$ cat src/rtl/mm4_pkg.sv
package mm4_pkg;

  // Matrix geometry
  localparam int DIM   = 4;
  localparam int DIM_W = 2;
  localparam int CELLS = DIM * DIM;
  localparam int IDX_W = 2 * DIM_W;

  // Arithmetic widths, signed Q16.16 elements
  localparam int WORD_WIDTH = 32;
  localparam int FRAC_BITS  = 16;
  localparam int PROD_W     = 2 * WORD_WIDTH;
  localparam int ACC_W      = PROD_W + DIM_W;
  localparam int ACT_W      = 2;

  // Action codes
  localparam logic [ACT_W-1:0] ACT_WR_A    = 2'd0;
  localparam logic [ACT_W-1:0] ACT_WR_B    = 2'd1;
  localparam logic [ACT_W-1:0] ACT_COMPUTE = 2'd2;

  typedef struct packed {
    logic [ACT_W-1:0]             action;
    logic [IDX_W-1:0]             element_index;
    logic signed [WORD_WIDTH-1:0] element_value;
  } mm4_in_t;

  typedef struct packed {
    logic [IDX_W-1:0]             product_index;
    logic signed [WORD_WIDTH-1:0] product_value;
    logic                         last_element;
  } mm4_out_t;

  // Controller to datapath commands
  typedef struct packed {
    logic             wr_a;
    logic             wr_b;
    logic             issue;
    logic             first;
    logic             last_k;
    logic [IDX_W-1:0] rd_a_addr;
    logic [IDX_W-1:0] rd_b_addr;
    logic             load_out;
    logic [IDX_W-1:0] out_index;
    logic             out_last;
  } mm4_cmd_t;

  // Datapath to controller status
  typedef struct packed {
    logic sum_ready;
    logic out_free;
  } mm4_sts_t;

endpackage

$ cat src/rtl/mm4_ctrl.sv
module mm4_ctrl
  import mm4_pkg::*;
(
  input  logic     clk,
  input  logic     rst_n,
  input  logic     in_valid,
  output logic     in_ready,
  input  mm4_in_t  in_data,
  input  mm4_sts_t sts,
  output mm4_cmd_t cmd
);

  typedef enum logic [2:0] {
    ST_IDLE  = 3'b001,
    ST_ISSUE = 3'b010,
    ST_WAIT  = 3'b100
  } state_t;

  state_t           state_r, state_nxt;
  logic [IDX_W-1:0] elem_r, elem_nxt;
  logic [DIM_W-1:0] k_r, k_nxt;

  // Sequence loads and the per-element dot products
  always_comb begin
    state_nxt     = state_r;
    elem_nxt      = elem_r;
    k_nxt         = k_r;
    in_ready      = 1'b0;
    cmd           = '0;
    cmd.rd_a_addr = {elem_r[IDX_W-1:DIM_W], k_r};
    cmd.rd_b_addr = {k_r, elem_r[DIM_W-1:0]};
    cmd.out_index = elem_r;
    cmd.out_last  = (elem_r == IDX_W'(CELLS - 1));
    case (state_r)
      ST_IDLE: begin
        in_ready = 1'b1;
        if (in_valid) begin
          case (in_data.action)
            ACT_WR_A: cmd.wr_a = 1'b1;
            ACT_WR_B: cmd.wr_b = 1'b1;
            ACT_COMPUTE: begin
              elem_nxt  = '0;
              k_nxt     = '0;
              state_nxt = ST_ISSUE;
            end
            default: ;
          endcase
        end
      end
      ST_ISSUE: begin
        cmd.issue  = 1'b1;
        cmd.first  = (k_r == '0);
        cmd.last_k = (k_r == DIM_W'(DIM - 1));
        k_nxt      = k_r + 1'b1;
        if (cmd.last_k) begin
          state_nxt = ST_WAIT;
        end
      end
      ST_WAIT: begin
        if (sts.sum_ready && sts.out_free) begin
          cmd.load_out = 1'b1;
          if (cmd.out_last) begin
            state_nxt = ST_IDLE;
          end else begin
            elem_nxt  = elem_r + 1'b1;
            state_nxt = ST_ISSUE;
          end
        end
      end
      default: state_nxt = ST_IDLE;
    endcase
  end

  always_ff @(posedge clk) begin
    if (!rst_n) begin
      state_r <= ST_IDLE;
      elem_r  <= '0;
      k_r     <= '0;
    end else begin
      state_r <= state_nxt;
      elem_r  <= elem_nxt;
      k_r     <= k_nxt;
    end
  end

endmodule

$ cat src/rtl/mm4_dp.sv
module mm4_dp
  import mm4_pkg::*;
(
  input  logic     clk,
  input  logic     rst_n,
  input  mm4_in_t  in_data,
  input  mm4_cmd_t cmd,
  output mm4_sts_t sts,
  output logic     out_valid,
  input  logic     out_ready,
  output mm4_out_t out_data
);

  localparam int SAT_W = ACC_W - (FRAC_BITS + WORD_WIDTH - 1);

  logic signed [WORD_WIDTH-1:0] mem_a [CELLS];
  logic signed [WORD_WIDTH-1:0] mem_b [CELLS];

  logic signed [WORD_WIDTH-1:0] a_rd_r, b_rd_r;
  logic                         rd_vld_r, rd_first_r, rd_last_r;
  logic signed [PROD_W-1:0]     prod_r;
  logic                         prod_vld_r, prod_first_r, prod_last_r;
  logic signed [ACC_W-1:0]      acc_r, prod_ext;
  logic                         sum_ready_r;
  logic                         out_valid_r;
  mm4_out_t                     out_data_r;

  logic                         acc_sign, acc_ovf;
  logic signed [WORD_WIDTH-1:0] sat_value;

  // Write one element of A or B per transfer
  always_ff @(posedge clk) begin
    if (cmd.wr_a) begin
      mem_a[in_data.element_index] <= in_data.element_value;
    end
    if (cmd.wr_b) begin
      mem_b[in_data.element_index] <= in_data.element_value;
    end
  end

  // Read one row term and one column term per issue
  always_ff @(posedge clk) begin
    if (cmd.issue) begin
      a_rd_r <= mem_a[cmd.rd_a_addr];
      b_rd_r <= mem_b[cmd.rd_b_addr];
    end
    rd_first_r   <= cmd.first;
    rd_last_r    <= cmd.last_k;
    prod_r       <= a_rd_r * b_rd_r;
    prod_first_r <= rd_first_r;
    prod_last_r  <= rd_last_r;
  end

  always_ff @(posedge clk) begin
    if (!rst_n) begin
      rd_vld_r   <= 1'b0;
      prod_vld_r <= 1'b0;
    end else begin
      rd_vld_r   <= cmd.issue;
      prod_vld_r <= rd_vld_r;
    end
  end

  // Accumulate the exact products
  assign prod_ext = {{(ACC_W - PROD_W){prod_r[PROD_W-1]}}, prod_r};

  always_ff @(posedge clk) begin
    if (prod_vld_r) begin
      acc_r <= prod_first_r ? prod_ext : acc_r + prod_ext;
    end
  end

  always_ff @(posedge clk) begin
    if (!rst_n) begin
      sum_ready_r <= 1'b0;
    end else if (prod_vld_r && prod_last_r) begin
      sum_ready_r <= 1'b1;
    end else if (cmd.load_out) begin
      sum_ready_r <= 1'b0;
    end
  end

  // Drop the fraction bits and clamp to the element range
  assign acc_sign  = acc_r[ACC_W-1];
  assign acc_ovf   = (acc_r[ACC_W-1:FRAC_BITS+WORD_WIDTH-1] != {SAT_W{acc_sign}});
  assign sat_value = !acc_ovf ? acc_r[FRAC_BITS+WORD_WIDTH-1:FRAC_BITS] :
                     acc_sign ? {1'b1, {(WORD_WIDTH-1){1'b0}}} :
                                {1'b0, {(WORD_WIDTH-1){1'b1}}};

  // Output register, held until the transfer
  always_ff @(posedge clk) begin
    if (cmd.load_out) begin
      out_data_r.product_index <= cmd.out_index;
      out_data_r.product_value <= sat_value;
      out_data_r.last_element  <= cmd.out_last;
    end
  end

  always_ff @(posedge clk) begin
    if (!rst_n) begin
      out_valid_r <= 1'b0;
    end else if (cmd.load_out) begin
      out_valid_r <= 1'b1;
    end else if (out_ready) begin
      out_valid_r <= 1'b0;
    end
  end

  assign out_valid     = out_valid_r;
  assign out_data      = out_data_r;
  assign sts.sum_ready = sum_ready_r;
  assign sts.out_free  = !out_valid_r || out_ready;

  // Result loads only from a finished sum into a free slot
  a_load_needs_sum: assert property (@(posedge clk) disable iff (!rst_n)
    cmd.load_out |-> sum_ready_r)
    else $error("result loaded before its sum was complete");

  a_load_needs_slot: assert property (@(posedge clk) disable iff (!rst_n)
    cmd.load_out |-> (!out_valid_r || out_ready))
    else $error("result loaded over a pending result");

  a_last_term_done: assert property (@(posedge clk) disable iff (!rst_n)
    (prod_vld_r && prod_last_r) |=> sum_ready_r)
    else $error("final term accumulated without flagging the sum");

  a_issue_reaches_acc: assert property (@(posedge clk) disable iff (!rst_n)
    (cmd.issue && cmd.last_k) |=> ##1 (prod_vld_r && prod_last_r))
    else $error("issued term lost in the multiply pipeline");

endmodule

$ cat src/rtl/matrix_multiply_4x4_top.sv
// 4x4 signed Q16.16 matrix multiplier.
// Input channel (in_valid/in_ready/in_data) carries one action per transfer:
// write one element of A, write one element of B, or compute. A write yields
// no result; an unused action is taken and dropped.
// A compute transfer emits the 16 elements of A times B on the result channel
// (out_valid/out_ready/out_data) in row-major order, last_element set on the
// final one. Each element is the exact sum of four 64-bit products, shifted
// right by 16 and saturated to 32 bits.
// Each element takes four reads through one read port per matrix; the read,
// multiply and accumulate registers drain before the output register loads.
// The input channel is ready only while no compute is running; it reopens
// as soon as the last element sits in the output register.
// When the receiver stalls, the held result stays put and the sequencer
// waits before loading the next one; nothing is dropped.
// Reset (rst_n low, synchronous) clears control state only; matrix contents
// are undefined until written, so load every element before computing.
module matrix_multiply_4x4_top
  import mm4_pkg::*;
(
  input  logic     clk,
  input  logic     rst_n,
  input  logic     in_valid,
  output logic     in_ready,
  input  mm4_in_t  in_data,
  output logic     out_valid,
  input  logic     out_ready,
  output mm4_out_t out_data
);

  mm4_cmd_t cmd;
  mm4_sts_t sts;

  mm4_ctrl u_ctrl (
    .clk      (clk),
    .rst_n    (rst_n),
    .in_valid (in_valid),
    .in_ready (in_ready),
    .in_data  (in_data),
    .sts      (sts),
    .cmd      (cmd)
  );

  mm4_dp u_dp (
    .clk       (clk),
    .rst_n     (rst_n),
    .in_data   (in_data),
    .cmd       (cmd),
    .sts       (sts),
    .out_valid (out_valid),
    .out_ready (out_ready),
    .out_data  (out_data)
  );

endmodule

$ cat config.mk
export PLATFORM = sky130hd
export DESIGN_NAME = matrix_multiply_4x4_top
export DESIGN_NICKNAME = d
export VERILOG_FILES = /design/src/rtl/mm4_pkg.sv /design/src/rtl/mm4_ctrl.sv /design/src/rtl/mm4_dp.sv /design/src/rtl/matrix_multiply_4x4_top.sv
export SDC_FILE = /design/constraint.sdc
export NUM_CORES = 2
export LEC_CHECK = 0
export BUFFER_PORTS_ARGS = -buffer_cell sky130_fd_sc_hd__buf_2
export CELL_PAD_IN_SITES_DETAIL_PLACEMENT = 1
export CELL_PAD_IN_SITES_GLOBAL_PLACEMENT = 2
export CORE_MARGIN = 10
export CORE_UTILIZATION = 35
export DETAILED_ROUTE_END_ITERATION = 16
export GPL_ROUTABILITY_DRIVEN = 0
export GPL_TIMING_DRIVEN = 0
export PLACE_DENSITY_LB_ADDON = 0.12
export SLEW_MARGIN = 20
export SYNTH_ARGS = -nofsm -noshare
export SYNTH_HDL_FRONTEND = slang
export SYNTH_SLANG_ARGS = --single-unit
$ cat constraint.sdc
create_clock -name clk -period 9.8 [get_ports clk]
set_input_delay 2.94 -clock clk [delete_from_list [all_inputs] [get_ports clk]]
set_output_delay 2.94 -clock clk [all_outputs]
set_load 0.02 [all_outputs]
==> summary.txt <==
Status
  • Result of the run: completed

Synthesis
  • Leading register cell type out of synthesis: sky130_fd_sc_hd__edfxtp_1
  • Fraction of the mapped netlist area in adder cells: 28.7%
  • Gate count of the mapped netlist: 6411
  • Basic-gate share of the synthesized area counting and, or, nand and nor cells: 8.36%
  • Cell area after synthesis: 86400 µm²
  • Avg Cell Area, Syn: 13.5 µm²
  • Compound-cell area share of the yosys netlist: 3.91%
  • Synthesis Warnings: 0
  • Fraction of registers with async set or reset after synthesis: 0%
  • Part of the Yosys area used for sequential elements: 43.3%
  • Xor and xnor fraction of the mapped netlist area: 1.33%
  • Multiplexer share of the synthesized area: 8.45%
  • Combinational family with the most area after synthesis: adder cells
  • Count of state elements after synthesis: 1272
  • Distinct cell type count after synthesis: 77
  • Synth Net Count: 7788
  • Number of enable flip-flop cells after synthesis: 1191

Setup path
  • Worst path top cell family by delay: adder cells
  • Kind of critical path: flip-flop to flip-flop
  • Data arrival at the endpoint of the critical path: 9.98 ns
  • Type of destination of the critical path: flip-flop
  • Slowest cell on the critical path: sky130_fd_sc_hd__clkbuf_1
  • Largest stage delay on the critical path: 0.77 ns
  • Required time at the endpoint of the critical path: 10.47 ns
  • Maximum net fanout on the critical path: 10
  • Kind of start point of the critical path: flip-flop
  • Worst path buffer plus inverter count: 3
  • Cell repeated most along the worst path: sky130_fd_sc_hd__fa_1
  • Critical Path, Cell by Cell: clkbuf_1 -> and2_1 -> fa_1 -> fa_1 -> fa_1 -> inv_1 -> fa_1 -> inv_1 -> fa_1 -> fa_1 -> fa_1 -> fa_1 -> ha_1 -> a21oi_1 -> o21a_1 -> a211o_1 -> a21oi_1 -> a221oi_4 -> a211oi_4 -> o211ai_1 -> a21oi_1 -> o211ai_1 -> a32oi_1 -> xnor2_1

Die
  • Floorplan die height: 517 µm
  • Area of the die: 267000 µm²
  • Effective utilization at floorplan: 35.2%
  • Count of boundary I/O pins: 81
  • Site row count: 182
  • Core area: 246000 µm²
  • Width of the die: 517 µm

Clock tree
  • Maximum buffer depth of the clock tree: 3
  • TritonCTS clock tree: yes
  • Number of levels in the clock H-tree: 4
  • Cts bufs inserted: 144
  • Clock transition time at the flip-flop clock pins of the worst setup and hold paths: 0.06 ns
  • Root cell of the clock tree: sky130_fd_sc_hd__clkbuf_16
  • CTS Sinks: 1272
  • Clock latency reported for the late side of the worst-skew pair: 0.82 ns
  • Number of buffers added to fix hold violations after cts: 0

Global routing
  • Congestion Overflow GR: 0
  • Largest net degree at the start of global routing: 39
  • Number of antenna violations at the first check in global routing: 31
  • Via count of the first global-routing pass: 57500
  • First-pass GRT wire length: 420000 µm
  • GR Util All Layers: 21.7%

STA
  • Achievable Freq: 107 MHz
  • Total of endpoints with negative setup slack in the final report: 0
  • Final critical-path share of the clock period: 95.1%
  • Fin Clk Skew: 0.0786 ns
  • Final setup slack of the worst path: 0.484 ns
  • Worst-Margin Slew: 1.17 ns
  • Final Slew Violations: 0
  • Setup repair after global routing missed its margin: no
  • Worst max-slew margin expressed relative to the limit: 22.2%
  • Final period demand of the worst path: 9.32 ns
  • Setup total negative slack: 0 ns
  • Final Hold Fails: 0

Min path
  • Worst min-delay path category: flip-flop to flip-flop

Finish
  • Filler-free cell count of the finished design: 10100
  • Post-route cell area: 97800 µm²
  • Signed area change from the synthesized netlist to the final layout: 13.1%
  • Number of nets at the end of the flow: 8098
  • Ratio of cells with drive above 1 in the final layout: 12.8%

Placed design
  • Post-Place Cells: 9774
  • Setup slack at placement: -1.36 ns
  • Hpwl dp: 227000 µm
  • Buffers on Ports: 80
  • Placed Area: 92600 µm²

Detailed routing
  • First-pass detailed-route iteration total: 5
  • Overall routed net length: 288000 µm
  • DRC Markers: 0
  • Count of nets left with antenna violations after detail routing: 0
  • 1st-iter DRT viols: 3266
  • Via count normalized by instance count: 5.07
  • WL/cell: 28.6 µm
  • Via total after detailed routing: 51000

Job
  • Reported max-cap violation count: 0
==> registers in the layout, indices dropped and copies added, names as in the netlist <==
register	count
u_dp.prod_r	64
u_dp.sum_ready_r	1
u_ctrl.k_r	2
u_dp.acc_r	66
u_dp.rd_vld_r	1
u_dp.out_data	37
u_ctrl.state_r	3
u_dp.mem_b	512
u_dp.mem_a	512
u_dp.rd_last_r	1
u_dp.prod_vld_r	1
u_dp.b_rd_r	32
u_dp.a_rd_r	32
u_dp.rd_first_r	1
u_dp.prod_last_r	1
u_ctrl.elem_r	4
u_dp.prod_first_r	1
u_dp.out_valid	1
==> path summary, 6_finish.rpt <==
| check | from | to | slack (ns) | depth (start not counted) |
|---|---|---|---|---|
| worst max-delay path | u_dp.a_rd_r[7] | u_dp.prod_r[63] | 0.48 | 24 |
| worst max register to register | u_dp.a_rd_r[7] | u_dp.prod_r[63] | 0.48 | 24 |
| worst min register to register | u_dp.rd_last_r | u_dp.prod_last_r | 0.33 | 0 |
| worst min-delay path | u_dp.rd_last_r | u_dp.prod_last_r | 0.33 | 0 |
==> through the flow <==
stage                     hold WS (ns)  util, %
after floorplan                  0.310        -
after global placement           0.313     37.0
after detailed placement         0.313     37.7
after CTS                        0.328     39.7
after global routing             0.357     39.8
final                            0.333     39.8
==> cell usage in the layout (no fill, tap or decap), types with 51 or more instances in the layout <==
cell type                      n
sky130_fd_sc_hd__buf_2       104
sky130_fd_sc_hd__nand2_1     614
sky130_fd_sc_hd__xor2_1       51
sky130_fd_sc_hd__a21oi_1     136
sky130_fd_sc_hd__clkbuf_1    223
sky130_fd_sc_hd__fa_1       1080
sky130_fd_sc_hd__mux4_2      320
sky130_fd_sc_hd__a21o_1       74
sky130_fd_sc_hd__dfxtp_1      80
sky130_fd_sc_hd__and2_1      534
sky130_fd_sc_hd__clkbuf_16   144
sky130_fd_sc_hd__edfxtp_1   1191
sky130_fd_sc_hd__inv_1      1034
sky130_fd_sc_hd__ha_1        252
sky130_fd_sc_hd__xnor2_1      80
sky130_fd_sc_hd__clkbuf_2     88
sky130_fd_sc_hd__o21ai_0     166
sky130_fd_sc_hd__nor2_1       58
==> cell usage after synthesis, drive strengths merged (5+ instances only) <==
library cell	n	area share (%)
nor4	6	0.043
inv	1038	4.5
clkbuf	281	1.2
nand4	34	0.25
o311ai	5	0.071
a21boi	7	0.061
a221oi	6	0.083
nor3	21	0.12
edfxtp	1191	41
o21bai	22	0.19
nor2b	49	0.35
or3	6	0.043
a41oi	5	0.051
a31oi	13	0.11
o211ai	9	0.084
and3	11	0.080
nand2	614	2.7
a21o	74	0.64
a21oi	136	0.79
a211oi	11	0.11
fa	1083	25
buf	46	0.22
a211o	5	0.051
ha	252	3.6
o21ai	173	1.0
o21a	29	0.25
nand2b	29	0.21
mux4	320	8.3
dfxtp	81	1.9
o31ai	7	0.067
xor2	51	0.52
nor2	91	0.40
nand3	37	0.21
mux2	5	0.065
and2	534	3.9
xnor2	80	0.81
==> cell families (layout without fill, tap and decap cells) <==
family | Yosys count | in the layout
DFF | 1272 | 1272
and+or+nand+nor | 1445 | 1445
AOI/OAI and AO/OA | 534 | 534
muxes | 329 | 329
xor gates and xnor gates | 131 | 131
buffers and inverters | 1365 | 1786
other | 0 | 13
adders and majority gates | 1335 | 1335
==> area by class of cell <==
type                    instances  area (µm²)
fillers                     25300      148000
inverters                    1038        3900
well taps                    3220        4030
repair buffers                164        2040
plain buffers                 327        1380
clock inverters                87        1100
clock buffers                 170        3730
diodes                         13        32.5
flip-flops and latches       1272       37400
multi-input cells            3774       44200
==> per-layer routing <==
metal / global-route usage [%] / vias up / share of wire (%)
met5: 0 / - / 0.026
met4: 4.16 / 10 / 2.0
met3: 2.52 / 293 / 3.8
met2: 38.0 / 971 / 50
met1: 29.3 / 27800 / 44
li1: - / 22000 / -
==> what timing repair did <==
item / CTS / global route
gates resized for setup: 34 / 102
endpoints found under the hold margin: 0 / 0
setup buffers: 3 / 16
endpoints found under the setup margin: 11 / 3
Power is left out: the tool's default activity adds up to more than one toggle a clock period on the data nets, which glitch-free logic cannot reach.
